`config.mk`:
```
export PLATFORM = sky130hd
export DESIGN_NAME = led_effect_ramp_renderer
export DESIGN_NICKNAME = d
export VERILOG_FILES = /design/src/design/lerr_pkg.sv /design/src/design/lerr_alu.sv /design/src/design/lerr_core.sv /design/src/design/led_effect_ramp_renderer.sv
export SDC_FILE = /design/constraint.sdc
export NUM_CORES = 1
export LEC_CHECK = 0
export ABC_CLOCK_PERIOD_IN_PS = 10400
export BUFFER_PORTS_ARGS = -buffer_cell sky130_fd_sc_hd__buf_4
export CORE_MARGIN = 2
export CORE_UTILIZATION = 35
export DETAILED_ROUTE_END_ITERATION = 6
export PLACE_DENSITY = 0.55
export SYNTH_ARGS = -nofsm -noshare
export SYNTH_HDL_FRONTEND = slang
export SYNTH_SLANG_ARGS = --single-unit
```
`constraint.sdc`:
```
create_clock -name i_clk -period 10.4 [get_ports i_clk]
set_input_delay 3.12 -clock i_clk [delete_from_list [all_inputs] [get_ports i_clk]]
set_output_delay 3.12 -clock i_clk [all_outputs]
set_load 0.01 [all_outputs]
```
`src/design/lerr_pkg.sv`:
```
// types and constants shared by the ramp renderer modules
// no dependencies
package lerr_pkg;

    localparam int MAX_LEDS = 1024;

    localparam logic [16:0] FULL_SCALE = 17'd65536;
    localparam logic [16:0] HALF_SCALE = 17'd32768;

    // step counts of the shared add/subtract unit
    localparam logic [5:0] DIV_STEPS  = 6'd32;
    localparam logic [5:0] PROG_STEPS = 6'd17;
    localparam logic [5:0] CH_STEPS   = 6'd9;

    localparam logic [31:0] FADE_MULT = 32'd255;

    typedef enum logic [1:0] {
        REQ_RESET = 2'd0,
        REQ_START = 2'd1,
        REQ_TICK  = 2'd2,
        REQ_QUERY = 2'd3
    } t_req;

    localparam logic [1:0] EFF_STATIC = 2'd0;
    localparam logic [1:0] EFF_SABER  = 2'd1;
    localparam logic [1:0] EFF_FADE   = 2'd2;

    localparam logic [2:0] CFG_DURATION  = 3'd0;
    localparam logic [2:0] CFG_EFFECT    = 3'd1;
    localparam logic [2:0] CFG_START_LED = 3'd2;
    localparam logic [2:0] CFG_LED_COUNT = 3'd3;
    localparam logic [2:0] CFG_ON_COLOR  = 3'd4;

    localparam logic [1:0] CH_RED   = 2'd0;
    localparam logic [1:0] CH_GREEN = 2'd1;
    localparam logic [1:0] CH_BLUE  = 2'd2;

    typedef enum logic [2:0] {
        S_IDLE,
        S_DIV,
        S_SABER,
        S_FSCALE,
        S_FCHAN,
        S_FIN
    } t_state;

    typedef struct packed {
        logic [31:0] duration_ms;
        logic [1:0]  effect_kind;
        logic [9:0]  start_led;
        logic [10:0] led_count;
        logic [23:0] on_color;
    } t_cfg;

    typedef struct packed {
        logic        load;
        logic        div;
        logic [31:0] operand;
        logic [31:0] qinit;
        logic [5:0]  steps;
    } t_alu_cmd;

    typedef struct packed {
        logic        done;
        logic [32:0] acc;
        logic [31:0] quo;
    } t_alu_sts;

    typedef struct packed {
        logic [7:0]  red;
        logic [7:0]  green;
        logic [7:0]  blue;
        logic        updated;
        logic        running;
        logic [16:0] progress;
    } t_res;

endpackage

```
`src/design/lerr_alu.sv`:
```
// shared shift and add/subtract unit: restoring divide or msb-first multiply,
// one bit per cycle; depends on lerr_pkg
module lerr_alu (
    input  logic              i_clk,
    input  logic              i_rst_n,
    input  lerr_pkg::t_alu_cmd i_cmd,
    output lerr_pkg::t_alu_sts o_sts
);
    import lerr_pkg::*;

    logic [32:0] r_acc, n_acc;
    logic [31:0] r_q, n_q;
    logic [31:0] r_m;
    logic        r_div;
    logic [5:0]  r_cnt;

    logic [32:0] a_sh;
    logic [33:0] b_op;
    logic [33:0] sum;

    always_comb begin
        a_sh = {r_acc[31:0], r_div ? r_q[31] : 1'b0};
        if (r_div) begin
            b_op = ~{2'b00, r_m};
        end else if (r_q[31]) begin
            b_op = {2'b00, r_m};
        end else begin
            b_op = 34'd0;
        end
        sum = {1'b0, a_sh} + b_op + {33'd0, r_div};
        if (r_div) begin
            // trial subtract: keep the shifted remainder when it went negative
            n_acc = sum[33] ? a_sh : sum[32:0];
            n_q   = {r_q[30:0], ~sum[33]};
        end else begin
            n_acc = sum[32:0];
            n_q   = {r_q[30:0], 1'b0};
        end
    end

    always_ff @(posedge i_clk) begin
        if (!i_rst_n) begin
            r_cnt <= 6'd0;
        end else if (i_cmd.load) begin
            r_cnt <= i_cmd.steps;
        end else if (r_cnt != 6'd0) begin
            r_cnt <= r_cnt - 6'd1;
        end
    end

    always_ff @(posedge i_clk) begin
        if (i_cmd.load) begin
            r_acc <= 33'd0;
            r_q   <= i_cmd.qinit;
            r_m   <= i_cmd.operand;
            r_div <= i_cmd.div;
        end else if (r_cnt != 6'd0) begin
            r_acc <= n_acc;
            r_q   <= n_q;
        end
    end

    assign o_sts.done = (r_cnt == 6'd0);
    assign o_sts.acc  = r_acc;
    assign o_sts.quo  = r_q;

endmodule

```
`src/design/lerr_core.sv`:
```
// ramp state, request sequencer and result registers of the ramp renderer;
// depends on lerr_pkg and drives the shared unit lerr_alu
module lerr_core (
    input  logic               i_clk,
    input  logic               i_rst_n,
    input  lerr_pkg::t_cfg     i_cfg,
    input  logic               i_in_valid,
    output logic               o_in_ready,
    input  logic [1:0]         i_req_type,
    input  logic               i_dir_on,
    input  logic               i_keep_direction,
    input  logic [15:0]        i_elapsed_ms,
    input  logic [9:0]         i_pixel_index,
    output logic               o_out_valid,
    input  logic               i_out_ready,
    output lerr_pkg::t_res     o_res,
    output lerr_pkg::t_alu_cmd o_alu_cmd,
    input  lerr_pkg::t_alu_sts i_alu_sts
);
    import lerr_pkg::*;

    t_state      r_state, n_state;
    logic [16:0] r_progress, n_progress;
    logic        r_active, n_active;
    logic        r_dir, n_dir;
    logic [9:0]  r_pix, n_pix;
    logic [8:0]  r_scale, n_scale;
    logic [1:0]  r_ch, n_ch;
    t_res        r_res, n_res;
    t_res        r_out, n_out;
    logic        r_out_valid, n_out_valid;

    t_req        req;
    logic        accept;
    logic        dir_sel;
    logic [10:0] strip_n;
    logic [10:0] origin;
    logic [10:0] longer;
    logic [9:0]  gap;
    logic [10:0] saber_reach;
    logic [32:0] sum_up;
    logic [7:0]  fade_s;
    logic [8:0]  scale1;

    always_comb begin
        req     = t_req'(i_req_type);
        accept  = i_in_valid && (r_state == S_IDLE);
        dir_sel = i_keep_direction ? r_dir : i_dir_on;
        strip_n = (i_cfg.led_count > 11'(MAX_LEDS)) ? 11'(MAX_LEDS) : i_cfg.led_count;
        // a 10-bit origin is not limited to the strip and can pass its last pixel
        origin  = {1'b0, i_cfg.start_led};
        longer  = (origin > (strip_n >> 1)) ? origin + 11'd1 : strip_n - origin;
        gap     = (r_pix >= i_cfg.start_led) ? r_pix - i_cfg.start_led
                                             : i_cfg.start_led - r_pix;
        saber_reach = i_alu_sts.acc[26:16];
        sum_up  = {16'd0, r_progress} + {1'b0, i_alu_sts.quo};
        fade_s  = i_alu_sts.acc[23:16];
        scale1  = {1'b0, fade_s} + 9'd1;
    end

    always_comb begin
        n_state     = r_state;
        n_progress  = r_progress;
        n_active    = r_active;
        n_dir       = r_dir;
        n_pix       = r_pix;
        n_scale     = r_scale;
        n_ch        = r_ch;
        n_res       = r_res;
        n_out       = r_out;
        n_out_valid = r_out_valid;
        o_alu_cmd   = '0;

        if (r_out_valid && i_out_ready) begin
            n_out_valid = 1'b0;
        end

        case (r_state)
            S_IDLE: begin
                if (accept) begin
                    n_res.red      = 8'd0;
                    n_res.green    = 8'd0;
                    n_res.blue     = 8'd0;
                    n_res.updated  = 1'b0;
                    n_res.running  = r_active;
                    n_res.progress = r_progress;
                    n_pix          = i_pixel_index;
                    n_state        = S_FIN;
                    case (req)
                        REQ_RESET: begin
                            n_progress     = dir_sel ? 17'd0 : FULL_SCALE;
                            n_active       = 1'b0;
                            n_dir          = dir_sel;
                            n_res.running  = 1'b0;
                            n_res.progress = dir_sel ? 17'd0 : FULL_SCALE;
                        end
                        REQ_START: begin
                            n_active      = 1'b1;
                            n_dir         = i_dir_on;
                            n_res.running = 1'b1;
                        end
                        REQ_TICK: begin
                            if (r_active && i_elapsed_ms != 16'd0) begin
                                if (i_cfg.duration_ms == 32'd0) begin
                                    n_progress     = r_dir ? FULL_SCALE : 17'd0;
                                    n_active       = 1'b0;
                                    n_res.updated  = 1'b1;
                                    n_res.running  = 1'b0;
                                    n_res.progress = r_dir ? FULL_SCALE : 17'd0;
                                end else begin
                                    o_alu_cmd.load    = 1'b1;
                                    o_alu_cmd.div     = 1'b1;
                                    o_alu_cmd.operand = i_cfg.duration_ms;
                                    o_alu_cmd.qinit   = {i_elapsed_ms, 16'd0};
                                    o_alu_cmd.steps   = DIV_STEPS;
                                    n_state           = S_DIV;
                                end
                            end
                        end
                        default: begin
                            if ({1'b0, i_pixel_index} < strip_n) begin
                                case (i_cfg.effect_kind)
                                    EFF_STATIC: begin
                                        if (r_progress > HALF_SCALE) begin
                                            n_res.red   = i_cfg.on_color[23:16];
                                            n_res.green = i_cfg.on_color[15:8];
                                            n_res.blue  = i_cfg.on_color[7:0];
                                        end
                                    end
                                    EFF_SABER: begin
                                        o_alu_cmd.load    = 1'b1;
                                        o_alu_cmd.operand = {21'd0, longer};
                                        o_alu_cmd.qinit   = {r_progress, 15'd0};
                                        o_alu_cmd.steps   = PROG_STEPS;
                                        n_state           = S_SABER;
                                    end
                                    EFF_FADE: begin
                                        o_alu_cmd.load    = 1'b1;
                                        o_alu_cmd.operand = FADE_MULT;
                                        o_alu_cmd.qinit   = {r_progress, 15'd0};
                                        o_alu_cmd.steps   = PROG_STEPS;
                                        n_state           = S_FSCALE;
                                    end
                                    default: begin
                                        // unused effect code stays black
                                    end
                                endcase
                            end
                        end
                    endcase
                end
            end
            S_DIV: begin
                if (i_alu_sts.done) begin
                    n_res.updated = 1'b1;
                    if (r_dir) begin
                        if (sum_up >= {16'd0, FULL_SCALE}) begin
                            n_progress = FULL_SCALE;
                            n_active   = 1'b0;
                        end else begin
                            n_progress = sum_up[16:0];
                        end
                    end else if (i_alu_sts.quo >= {15'd0, r_progress}) begin
                        n_progress = 17'd0;
                        n_active   = 1'b0;
                    end else begin
                        n_progress = r_progress - i_alu_sts.quo[16:0];
                    end
                    n_res.running  = n_active;
                    n_res.progress = n_progress;
                    n_state        = S_FIN;
                end
            end
            S_SABER: begin
                if (i_alu_sts.done) begin
                    if ({1'b0, gap} < saber_reach) begin
                        n_res.red   = i_cfg.on_color[23:16];
                        n_res.green = i_cfg.on_color[15:8];
                        n_res.blue  = i_cfg.on_color[7:0];
                    end
                    n_state = S_FIN;
                end
            end
            S_FSCALE: begin
                if (i_alu_sts.done) begin
                    n_scale           = scale1;
                    n_ch              = CH_RED;
                    o_alu_cmd.load    = 1'b1;
                    o_alu_cmd.operand = {24'd0, i_cfg.on_color[23:16]};
                    o_alu_cmd.qinit   = {scale1, 23'd0};
                    o_alu_cmd.steps   = CH_STEPS;
                    n_state           = S_FCHAN;
                end
            end
            S_FCHAN: begin
                if (i_alu_sts.done) begin
                    case (r_ch)
                        CH_RED:   n_res.red   = i_alu_sts.acc[15:8];
                        CH_GREEN: n_res.green = i_alu_sts.acc[15:8];
                        default:  n_res.blue  = i_alu_sts.acc[15:8];
                    endcase
                    if (r_ch == CH_BLUE) begin
                        n_state = S_FIN;
                    end else begin
                        n_ch              = r_ch + 2'd1;
                        o_alu_cmd.load    = 1'b1;
                        o_alu_cmd.operand = (r_ch == CH_RED) ? {24'd0, i_cfg.on_color[15:8]}
                                                             : {24'd0, i_cfg.on_color[7:0]};
                        o_alu_cmd.qinit   = {r_scale, 23'd0};
                        o_alu_cmd.steps   = CH_STEPS;
                    end
                end
            end
            S_FIN: begin
                // finished item waits here until the result register frees up
                if (!r_out_valid || i_out_ready) begin
                    n_out       = r_res;
                    n_out_valid = 1'b1;
                    n_state     = S_IDLE;
                end
            end
            default: begin
                n_state = S_IDLE;
            end
        endcase
    end

    always_ff @(posedge i_clk) begin
        if (!i_rst_n) begin
            r_state     <= S_IDLE;
            r_progress  <= 17'd0;
            r_active    <= 1'b0;
            r_dir       <= 1'b1;
            r_out_valid <= 1'b0;
        end else begin
            r_state     <= n_state;
            r_progress  <= n_progress;
            r_active    <= n_active;
            r_dir       <= n_dir;
            r_out_valid <= n_out_valid;
        end
    end

    always_ff @(posedge i_clk) begin
        r_pix   <= n_pix;
        r_scale <= n_scale;
        r_ch    <= n_ch;
        r_res   <= n_res;
        r_out   <= n_out;
    end

    assign o_in_ready  = (r_state == S_IDLE);
    assign o_out_valid = r_out_valid;
    assign o_res       = r_out;

endmodule

```
`src/design/led_effect_ramp_renderer.sv`:
```
// top level of the led ramp renderer: configuration registers, sequencer and
// shared arithmetic unit; depends on lerr_pkg, lerr_alu and lerr_core
//
//   channel  direction  handshake                  payload
//   in       input      i_in_valid / o_in_ready    req_type, dir_on, keep_direction,
//                                                  elapsed_ms, pixel_index
//   out      output     o_out_valid / i_out_ready  red, green, blue, updated,
//                                                  is_running, progress_now
//   cfg      input      i_cfg_valid / o_cfg_ready  cfg_index, cfg_data
//
// reset, start, idle ticks, static and off-strip queries leave the arithmetic unit unused;
// ticks that step the ramp over a nonzero duration run the 32 one-bit divide steps,
// lightsaber queries 17 multiply steps and fade queries 17 + 3 x 9 multiply steps,
// all through the one shared add/subtract unit; one item is taken at a time
// reset is synchronous, active low, and restores ramp state and configuration registers
// a finished result waits in a staging register while the output stalls
module led_effect_ramp_renderer (
    input  logic        i_clk,
    input  logic        i_rst_n,
    input  logic        i_cfg_valid,
    output logic        o_cfg_ready,
    input  logic [2:0]  i_cfg_index,
    input  logic [31:0] i_cfg_data,
    input  logic        i_in_valid,
    output logic        o_in_ready,
    input  logic [1:0]  i_req_type,
    input  logic        i_dir_on,
    input  logic        i_keep_direction,
    input  logic [15:0] i_elapsed_ms,
    input  logic [9:0]  i_pixel_index,
    output logic        o_out_valid,
    input  logic        i_out_ready,
    output logic [7:0]  o_red,
    output logic [7:0]  o_green,
    output logic [7:0]  o_blue,
    output logic        o_updated,
    output logic        o_is_running,
    output logic [16:0] o_progress_now
);
    import lerr_pkg::*;

    t_cfg     r_cfg, n_cfg;
    t_alu_cmd alu_cmd;
    t_alu_sts alu_sts;
    t_res     res;

    always_comb begin
        n_cfg = r_cfg;
        if (i_cfg_valid) begin
            case (i_cfg_index)
                CFG_DURATION:  n_cfg.duration_ms = i_cfg_data;
                CFG_EFFECT:    n_cfg.effect_kind = i_cfg_data[1:0];
                CFG_START_LED: n_cfg.start_led   = i_cfg_data[9:0];
                CFG_LED_COUNT: n_cfg.led_count   = i_cfg_data[10:0];
                CFG_ON_COLOR:  n_cfg.on_color    = i_cfg_data[23:0];
                default: begin
                    // writes beyond the register list are dropped
                end
            endcase
        end
    end

    always_ff @(posedge i_clk) begin
        if (!i_rst_n) begin
            r_cfg.duration_ms <= 32'd3000;
            r_cfg.effect_kind <= EFF_STATIC;
            r_cfg.start_led   <= 10'd0;
            r_cfg.led_count   <= 11'd1024;
            r_cfg.on_color    <= 24'hFFFFFF;
        end else begin
            r_cfg <= n_cfg;
        end
    end

    assign o_cfg_ready = 1'b1;

    lerr_alu u_alu (
        .i_clk   (i_clk),
        .i_rst_n (i_rst_n),
        .i_cmd   (alu_cmd),
        .o_sts   (alu_sts)
    );

    lerr_core u_core (
        .i_clk            (i_clk),
        .i_rst_n          (i_rst_n),
        .i_cfg            (r_cfg),
        .i_in_valid       (i_in_valid),
        .o_in_ready       (o_in_ready),
        .i_req_type       (i_req_type),
        .i_dir_on         (i_dir_on),
        .i_keep_direction (i_keep_direction),
        .i_elapsed_ms     (i_elapsed_ms),
        .i_pixel_index    (i_pixel_index),
        .o_out_valid      (o_out_valid),
        .i_out_ready      (i_out_ready),
        .o_res            (res),
        .o_alu_cmd        (alu_cmd),
        .i_alu_sts        (alu_sts)
    );

    assign o_red          = res.red;
    assign o_green        = res.green;
    assign o_blue         = res.blue;
    assign o_updated      = res.updated;
    assign o_is_running   = res.running;
    assign o_progress_now = res.progress;

endmodule

```
**Word level (Yosys, flattened, before mapping)**

Index checks and enable logic that the tools add are counted.
W data, S select, Z words.

- Latch bits: 0
- Memory bits (writable): 0
- Bits in read-only memories: 0
- Memories kept: 0
- Logic and storage cells: 217
- Bits of input ports: 70
- Flip-flop bits (word level): 312
- Output and inout bits: 46

- Add/sub/neg operators: 11
- Multiplexer cells: 92
- $mul: 0
- Shift-type cells: 0
- Reductions and logical operators: 42
- Bitwise logic cells: 2
- Magnitude comparators: 8
- Div/mod/pow operators: 0
- Equal/unequal tests: 32

Operators by type and width:

| operator | number |
|---|---|
| $mux W72 | 3 |
| $mux W70 | 3 |
| $pmux W70 S3 | 1 |
| $mux W24 | 7 |
| $mux W32 | 5 |
| $mux W17 | 9 |
| $pmux W70 S2 | 1 |
| $pmux W17 S2 | 3 |
| $pmux W49 S2 | 1 |
| $pmux W24 S3 | 1 |
| $mux W19 | 3 |
| $mux W46 | 1 |
| $mux W43 | 1 |
| $pmux W19 S2 | 1 |
| $reduce_and A6 Y1 | 6 |
| $add A33 B34 Y34 | 1 |
| $add A34 B1 Y34 | 1 |
| $mux W34 | 1 |
| $not A32 Y34 | 1 |
| $add A17 B32 Y33 | 1 |
| $ge A33 B17 Y1 const B | 1 |
| $ge A32 B17 Y1 | 1 |
| $logic_not A32 Y1 | 1 |
| $mux W8 | 4 |
| 49 further kinds | 129 |

**Longest topological paths before layout**

Gate-level depths: netlist of the first run.

- Word-level depth: 10
- Depth in mapped cells: 23
- Depth with buffers taken out: 21

**Hierarchy**

From an unflattened synthesis of the first run, not the netlist that was laid out.

- Cell total of the unflattened synthesis: 2,299
- Area, all modules: 21,331.7 µm²

Modules (own cells, without submodules):

| module | times used | cells an instance | sequential area each (µm²) | area an instance (µm²) |
|---|---|---|---|---|
| lerr_core | 1 | 1,356 | 3,673.5 | 11,880.1 |
| lerr_alu | 1 | 620 | 2,732.6 | 6,206.0 |
| led_effect_ramp_renderer | 1 | 323 | 1,581.5 | 3,245.6 |

**Worst setup path before layout of the first run**

Ideal clock, no wire load.

- Kind: input to register
- Start point: in i_pixel_index[4]
- End point: reg u_alu.r_div (enable)
- Library setup time: 410 ps
- Stages: 13
- Arrival: 6,343 ps
- Setup slack: 3,646 ps
- Required time: 9,990 ps
- Buffers on the path: 3
- Cells stage by stage: ha_1 -> a21o_1 -> a21o_1 -> a21o_1 -> a21o_1 -> a21o_1 -> a21oi_1 -> o2111a_1 -> clkbuf_1 -> nor3_2 -> inv_1 -> buf_2 -> buf_1

- Word-level cells in the longest chain between the ends: 5

Ends and longest elaborated chain:

| element | RTL line | source |
|---|---|---|
| start: declaration | led_effect_ramp_renderer.sv:30 | `input logic [9:0] i_pixel_index,` |
| $lt A10 B11 Y1 | lerr_core.sv:121 | `if ({1'b0, i_pixel_index} < strip_n) begin` |
| $mux W1 | lerr_core.sv:121 |  |
| $pmux W1 S2 | lerr_core.sv:89 | `case (req)` |
| $mux W72 | lerr_core.sv:80 | `if (accept) begin` |
| $pmux W1 S3 | lerr_core.sv:78 | `case (r_state)` |
| end signal: assignment | lerr_alu.sv:56 | `r_div <= i_cmd.div;` |
| end: declaration | lerr_alu.sv:14 | `logic r_div;` |

No other way between the ends.
A chain may end at the register's enable or synchronous reset.

**Worst setup path in the final report of the first run**

- Start point: reg r_cfg[36] (netlist bit)
- End point: reg u_core.r_res[23] (netlist bit) (enable)

- Word-level cells in the longest chain between the ends: 5
- Elaborated cells on any way between the ends: 7
- Those cells by class: 2 x add/sub; 2 x order compare; 1 x eq/ne; 1 x mux; 1 x reduce/logical

Ends and longest elaborated chain:

| element | RTL line | source |
|---|---|---|
| start: declaration | led_effect_ramp_renderer.sv:42 | `t_cfg r_cfg, n_cfg;` |
| start signal: assignment | led_effect_ramp_renderer.sv:71 | `r_cfg <= n_cfg;` |
| $sub A10 B10 Y10 (tied with other cells) | lerr_core.sv:54 | `: i_cfg.start_led - r_pix;` |
| $mux W10 (*) | lerr_core.sv:53 | `gap = (r_pix >= i_cfg.start_led) ? r_pix - i_cfg.start_led` |
| $lt A10 B11 Y1 (*) | lerr_core.sv:176 | `if ({1'b0, gap} < saber_reach) begin` |
| $ne A2 B1 Y1 (no source line) (*) | - |  |
| $reduce_and A6 Y1 (no source line) (*) | - |  |
| end signal: assignment | lerr_core.sv:248 | `r_res <= n_res;` |
| end: declaration | lerr_core.sv:29 | `t_res r_res, n_res;` |

Every way passes the cells marked *; elsewhere a longest branch is shown, timed or not.

==> metrics.txt, run 1 <==
WHS Endpoint u_core.o_res[31]; CTS tree yes; DIE HEIGHT between 200 and 250 um; RR Startpoint r_cfg[36]; Synth async-reset ratio 0%; root buf cell clkbuf_16; initial antenna violation count 0; vias in the first global route approximately 18000; # hold bufs at CTS 0; outcome finished, violations left; r2r setup slk 4100 ps; vias between 15000 and 20000; clock-pin slew on the worst setup and hold paths around 60 ps; Die ar. roughly 0.061 mm^2; worst slew pin tran ~1200 ps; htree depth 2; crit path time final roughly 6300 ps; largest net degree at the start of global routing between 50 and 60; post-CTS repair timing setup buffer count 0; GR Util met2 37.3%; I/O pin total roughly 120; std cell rows 89; Crit path largest cell delay 600 ps; Main synth FF type edfxtp_1; grt ovf 0; fmax around 160 MHz; Worst-Skew Late Latency 570 ps; busiest grt layer met2; hold path start u_core.r_res[31]; CTS sink count approximately 310; CTS Buf Count 37; setup tns final 0 ps; Layout area overhead 12.9%; diode count 0; Placed Area approximately 0.022 mm^2; Max-Cap Viols 0; Final ANT Viol Nets 0; Placer Congestion slightly below 0.9; vias per cell a little under 6; Max-slew headroom around 18%; Worst Hold Depth 0; peak supply drop approximately 0.13 mV; Synth Cell Area around 0.021 mm^2; most common cell in the netlist nand2_1; wire per inst 21.5 um; Yosys cell types a little under 100; synth top area cells edfxtp_1 (25%), dfxtp_1 (14%), ha_1 (9.0%), nand2_1 (5.4%), a21oi_1 (4.1%); CP required about 11000 ps; GRT Total Usage ~22%; DR pass1 iterations 7; # nets final 2608; clk_skew 26.1 ps; Finish-stage setup viols 0; biggest area consumer among synthesized cells edfxtp_1; final slew viol count 0; Max clock buf depth 3; Post-route DRC 15; Final Hold Vio Count 0; sequential area share after synthesis 38.4%; flops & latches, synth around 310; fillers just under 6000; kind of critical path reg2reg; crit end category register; Worst R2R End u_core.r_res[23]; Avg Inst Size Synth roughly 8.9 um^2; RSZ-0062 raised after global routing no; Lkg Pwr approximately 9.3 nW; startpoint types register; crit share post-route between 60 and 70%; initial core utilization a little over a third; WP data arrival 6510 ps; met1 global-route usage 29.0%; R2R cell count 18; CP bufs+invs 1; met3 Usage GRT around 2.6%; CP cell instances inv_1, fa_1, a21o_1, a21oi_1, a311oi_1, a2111oi_2, or2_2, mux2_2, a2111oi_0, o21ai_1, a21oi_1, mux2i_1, ha_1, and3b_1, a2111oi_0, nand2_1, a22oi_1, and2_1; port bufs roughly 110; worst hold-check path type reg2reg; critical path's top delay family compound AO/OA/AOI/OAI gates; Synth Net Count between 2000 and 3000; total wire length 68400 um; ratio of cells with drive above 1 in the final layout between 10% and 20%; power density over cell area ~270 mW/mm^2; hpwl dp slightly above 50000 um; top cells by count, synth nand2_1 (301), edfxtp_1 (172), a21oi_1 (170); first-pass GRT wire length roughly 110000 um; Pwr Total 6.25 mW; Core Region a little under 0.06 mm^2; Synthesis Warnings 0; EDFF count, synth between 150 and 200; Crit-path slowest cell a2111oi_2; Initial DRC Count around 1600; post_cts resized 0; Post-Synthesis Cells ~2300; failing checks DRC; DIE WIDTH ~250 um; Worst Path Max Fanout 9; Final Cell Area 0.0234 mm^2; Synth top area share approximately 25%
-- worst max-delay path by stage --
stage / slack, ps / cells after the start / start / end
6_report: 4100 / 18 / r_cfg[36] / u_core.r_res[23]
5_1_grt: 3390 / 19 / r_cfg[36] / u_core.r_res[23]
4_1_cts: 4100 / 18 / r_cfg[36] / u_core.r_res[23]
3_5_place_dp: 3540 / 12 / i_elapsed_ms[3] / u_alu.r_m[1]
3_3_place_gp: 3630 / 14 / i_pixel_index[4] / u_alu.r_m[10]
2_1_floorplan: 3650 / 13 / i_pixel_index[4] / u_alu.r_div
-- power breakdown --
| group | total [mW] | internal (mW) | switching [mW] | leakage (nW) |
|---|---|---|---|---|
| Combinational | 2.87 | 1.10 | 1.77 | 5.89 |
| Clock | 1.30 | 0.761 | 0.537 | 0.576 |
| Sequential | 2.08 | 1.75 | 0.336 | 2.80 |
-- cells in the final DEF (no fill, tap or decap), types with 8 or more instances in the layout --
cell and n:
inv_1 121, o21ai_0 82, o21a_1 26, xnor2_1 42
a221oi_1 13, nand2b_1 19, a21oi_1 170, nor2_1 148
a2111oi_0 11, or3_1 14, a21o_1 46, a222oi_1 24
nor4_1 24, or2_2 20, mux2i_1 11, nor2b_1 38
clkbuf_16 37, xor2_1 21, o211ai_1 35, nand3_1 93
a31oi_1 26, nor3_1 48, ha_1 149, o31a_1 9
and3_1 42, o22ai_1 8, a22oi_1 10, o31ai_1 10
dfxtp_1 140, o21bai_1 9, and2_1 22, clkbuf_1 14
nand2_1 301, a211oi_1 35, mux2_2 45, nand4_1 39
buf_4 140, a22o_1 29, a211o_1 8, edfxtp_1 172
-- final cells by class --
class	count	area (um^2)	area share [%]
inverters	124	465	1.99
well taps	773	967	4.13
clock inverters	14	174	0.742
clock buffers	54	1020	4.35
repair buffers	140	1050	4.48
multi-input cells	1767	11800	50.3
flip-flops and latches	312	7970	34.0
-- state kept, by name, summed over array words and instances, names as in the netlist --
register and count:
r_cfg 79, u_core.o_res 43, u_core.r_res 43, u_alu.r_acc 32, u_alu.r_m 32, u_alu.r_q 32
u_core.r_progress 17, u_core.r_pix 10, u_core.r_scale 9, u_alu.r_cnt 6, u_core.r_state 3, u_core.r_ch 2
u_alu.r_div 1, u_core.o_out_valid 1, u_core.r_active 1, u_core.r_dir 1
-- routing by layer --
metal  part of all wire (%)  vias up
met3                    4.4      117
met2                     47      561
met4                    3.7        0
met1                     44     8943
met5                      0        -
li1                       -     8728
-- kinds of logic (layout without fill, tap and decap cells) --
| kind of cell | after synthesis | after routing | share of synthesized area [%] |
|---|---|---|---|
| AND/OR/NAND/NOR | 863 | 863 | 20.4 |
| AO/OA/AOI/OAI | 628 | 628 | 20.9 |
| XOR/XNOR | 63 | 63 | 2.66 |
| multiplexers | 56 | 56 | 2.97 |
| other | 1 | 1 | 0.0181 |
| buffers and inverters | 263 | 332 | 4.99 |
| adder cells (fa/ha/maj) | 156 | 156 | 9.66 |
| flip-flops | 312 | 312 | 38.4 |
-- per-stage QoR --
| stage | instances | setup WS (ps) | util, % | hold WS [ps] |
|---|---|---|---|---|
| after CTS | 3184 | 4100 | 39.9 | 413 |
| final | 3184 | 4100 | 39.9 | 413 |
| after global routing | 3184 | 3390 | 39.9 | 419 |
| after detailed placement | 3116 | 3540 | 37.8 | 405 |
| after floorplan | 2342 | 3650 | - | 400 |
| after global placement | 3116 | 3630 | 37.8 | 402 |
Note: power is estimated with default switching activity, not from simulation.
==> run 2: changes to the inputs <==
Settings changed: ABC_CLOCK_PERIOD_IN_PS 10400 to 5200, PLACE_DENSITY 0.55 to 0.56.
Clock period 10.4 ns to 5.2 ns, I/O delays scaled along.
==> metrics.txt, run 2 (synthesis gave the netlist of run 1 again) <==
port bufs 114 (unchanged); failing checks DRC; Final ANT Viol Nets 0 (unchanged); GRT Total Usage 22.0% (-0.076 points); initial core utilization 35.3% (unchanged); Post-route DRC 6 (-9); Crit path largest cell delay 410 ps (-190 ps); commonest non-fill, non-tap cell in the layout nand2_1; WHS Endpoint u_core.o_res[31]; crit end category register; clock-pin slew on the worst setup and hold paths 60 ps (about the same); std cell rows 89 (unchanged); DR pass1 iterations 7 (unchanged); root buf cell clkbuf_16; RR Startpoint u_core.r_pix[0]; WP data arrival 5380 ps (-1130 ps); fmax 195 MHz (+23%); Worst R2R End u_core.r_res[25]; max FFs per register 79 (unchanged); power density over cell area 529 mW/mm^2 (+99%); CP bufs+invs 3 (+2); vias in the first global route 18000 (+1.8%); Die ar. 0.0613 mm^2 (unchanged); diode count 0 (unchanged); grt ovf 0 (unchanged); Worst Path Max Fanout 8 (-1); critical path's top delay family compound AO/OA/AOI/OAI gates; CTS Buf Count 37 (unchanged); wire per inst 21.1 um (-1.8%); CTS sink count 312 (unchanged); CP cell instances inv_1, ha_1, inv_2, fa_2, a21o_1, a21oi_2, a311oi_2, a2111oi_4, or2_4, mux2_4, a2111oi_4, o21ai_2, a21oi_2, mux2i_1, ha_1, and3b_2, a2111oi_4, nand2_2, a22oi_2, buf_6, and2_4; # nets final 2682 (+2.8%); Worst Hold Depth 0 (unchanged); CP dominant cell by count a2111oi_4; first-pass GRT wire length 105000 um (+0.14%); initial antenna violation count 0 (unchanged); vias 18500 (+1.1%); worst hold-check path type reg2reg; final slew viol count 0 (unchanged); DIE HEIGHT 248 um (unchanged); Placer Congestion 0.943 (+5.4%); met1 global-route usage 27.8% (-1.2 points); most frequent cells in the layout nand2_1 (300), buf_4 (211), edfxtp_1 (172); Core Region 0.0588 mm^2 (unchanged); startpoint types register; hpwl dp 52800 um (+2.0%); largest net degree at the start of global routing 74 (+32%); Finish-stage setup viols 0 (unchanged); Final Hold Vio Count 0 (unchanged); GR Util met2 38.1% (+0.78 points); Crit-path slowest cell a2111oi_4; Initial DRC Count 1566 (-4.1%); r2r setup slk 80 ps (-4020 ps); CP required 5460 ps (-5160 ps); DIE WIDTH 248 um (unchanged); peak supply drop 0.261 mV (+110%); Max-Cap Viols 0 (unchanged); ratio of cells with drive above 1 in the final layout 15.6% (+3.7 points); Placed Area 0.0228 mm^2 (+2.5%); total wire length 68700 um (+0.52%); largest register by flop count r_cfg; vias per cell 5.69 (-1.2%); busiest grt layer met2; # hold bufs at CTS 0 (unchanged); Layout area overhead 16.5%; crit path time final 5120 ps (-1180 ps); kind of critical path reg2reg; RSZ-0062 raised after global routing yes; CTS tree yes; htree depth 2 (unchanged); I/O pin total 116 (unchanged); outcome finished, violations left; Worst-Skew Late Latency 570 ps (about the same); Final Cell Area 0.0242 mm^2 (+3.2%); hold path start u_core.r_res[31]; Max clock buf depth 3 (unchanged); crit share post-route 98.5% (+38 points); clk_skew 34.0 ps (+7.98 ps); worst slew pin tran 1130 ps (-102 ps); R2R cell count 21 (+3); Lkg Pwr 9.69 nW (+4.5%); met3 Usage GRT 2.76% (+0.16 points); Max-slew headroom 24.3% (+6.8 points); Pwr Total 12.8 mW (+100%)
[run 2: cell count changes in the layout (fill, tap and decap cells not counted), moves of 2 or more]
cell,delta
a21oi_1,-2
a2111oi_0,-2
inv_6,-2
o21a_4,+2
buf_12,+2
o21ai_2,+2
a2111oi_4,+3
clkinv_2,+2
clkbuf_1,-7
buf_4,+71
o21a_1,-2
clkinv_4,+3
a21oi_2,+2
[run 2: power by group]
group / switching [mW] / internal [mW]
combinational: 3.61 / 2.42
clock: 1.10 / 1.55
sequential: 0.633 / 3.49
total: 5.34 / 7.46
[run 2: how the worst max path moves through the flow]
stage / from / endpoint / slack, ps / cells past startpoint
2_1_floorplan: i_pixel_index[4] / u_alu.r_div / 6 / 13
3_3_place_gp: u_core.r_pix[0] / u_core.r_res[22] / -350 / 22
3_5_place_dp: u_core.r_pix[0] / u_core.r_res[22] / -490 / 21
4_1_cts: u_core.r_pix[0] / u_core.r_res[19] / 0.3 / 21
5_1_grt: u_core.r_pix[0] / u_core.r_res[19] / -150 / 21
6_report: u_core.r_pix[0] / u_core.r_res[25] / 80 / 21
[run 2: cell type report]
cell class / count / area [um^2]
Clock buffer: 48 / 1020
Clock inverter: 20 / 221
Fill cell: 5940 / 34600
Inverter: 124 / 465
Multi-Input combinational cell: 1767 / 11900
Sequential cell: 312 / 7970
Tap cell: 773 / 967
Timing Repair Buffer: 214 / 1640
[run 2: layer usage]
layer	routed length, um	up-vias	part of all wire, %
met1	29300	8929	43
li1	-	8886	-
met2	33300	604	48
met5	0	-	0
met3	3460	127	5.0
met4	2640	0	3.8
[run 2: timing repair]
action,CTS,global route
hold endpoints to repair,0,0
cloned,0,0
resized for setup,13,15
setup buffers,1,1
endpoints found under the setup margin,24,42
pin swaps,6,10
[run 2: worst reg2reg max path, cell delays in order (launching register included)]
cell	delay, ps
edfxtp_1	390
inv_1	70
ha_1	150
inv_2	50
fa_2	350
a21o_1	170
a21oi_2	150
a311oi_2	160
a2111oi_4	410
or2_4	220
mux2_4	320
a2111oi_4	330
o21ai_2	130
a21oi_2	160
mux2i_1	220
ha_1	270
and3b_2	240
a2111oi_4	360
nand2_2	130
a22oi_2	210
buf_6	150
and2_4	200
[run 2: through the flow]
step | TNS (ps) | utilization [%] | hold WS (ps) | worst slack [ps] | instances
floorplan | 0 | - | 400 | 6.44 | 2342
global placement | -8180 | 38.8 | 405 | -347 | 3188
detailed placement | -11480 | 38.8 | 407 | -487 | 3188
CTS | 0 | 41.0 | 420 | 0.317 | 3257
global route | -3390 | 41.1 | 428 | -148 | 3258
finish | 0 | 41.1 | 418 | 77.9 | 3258
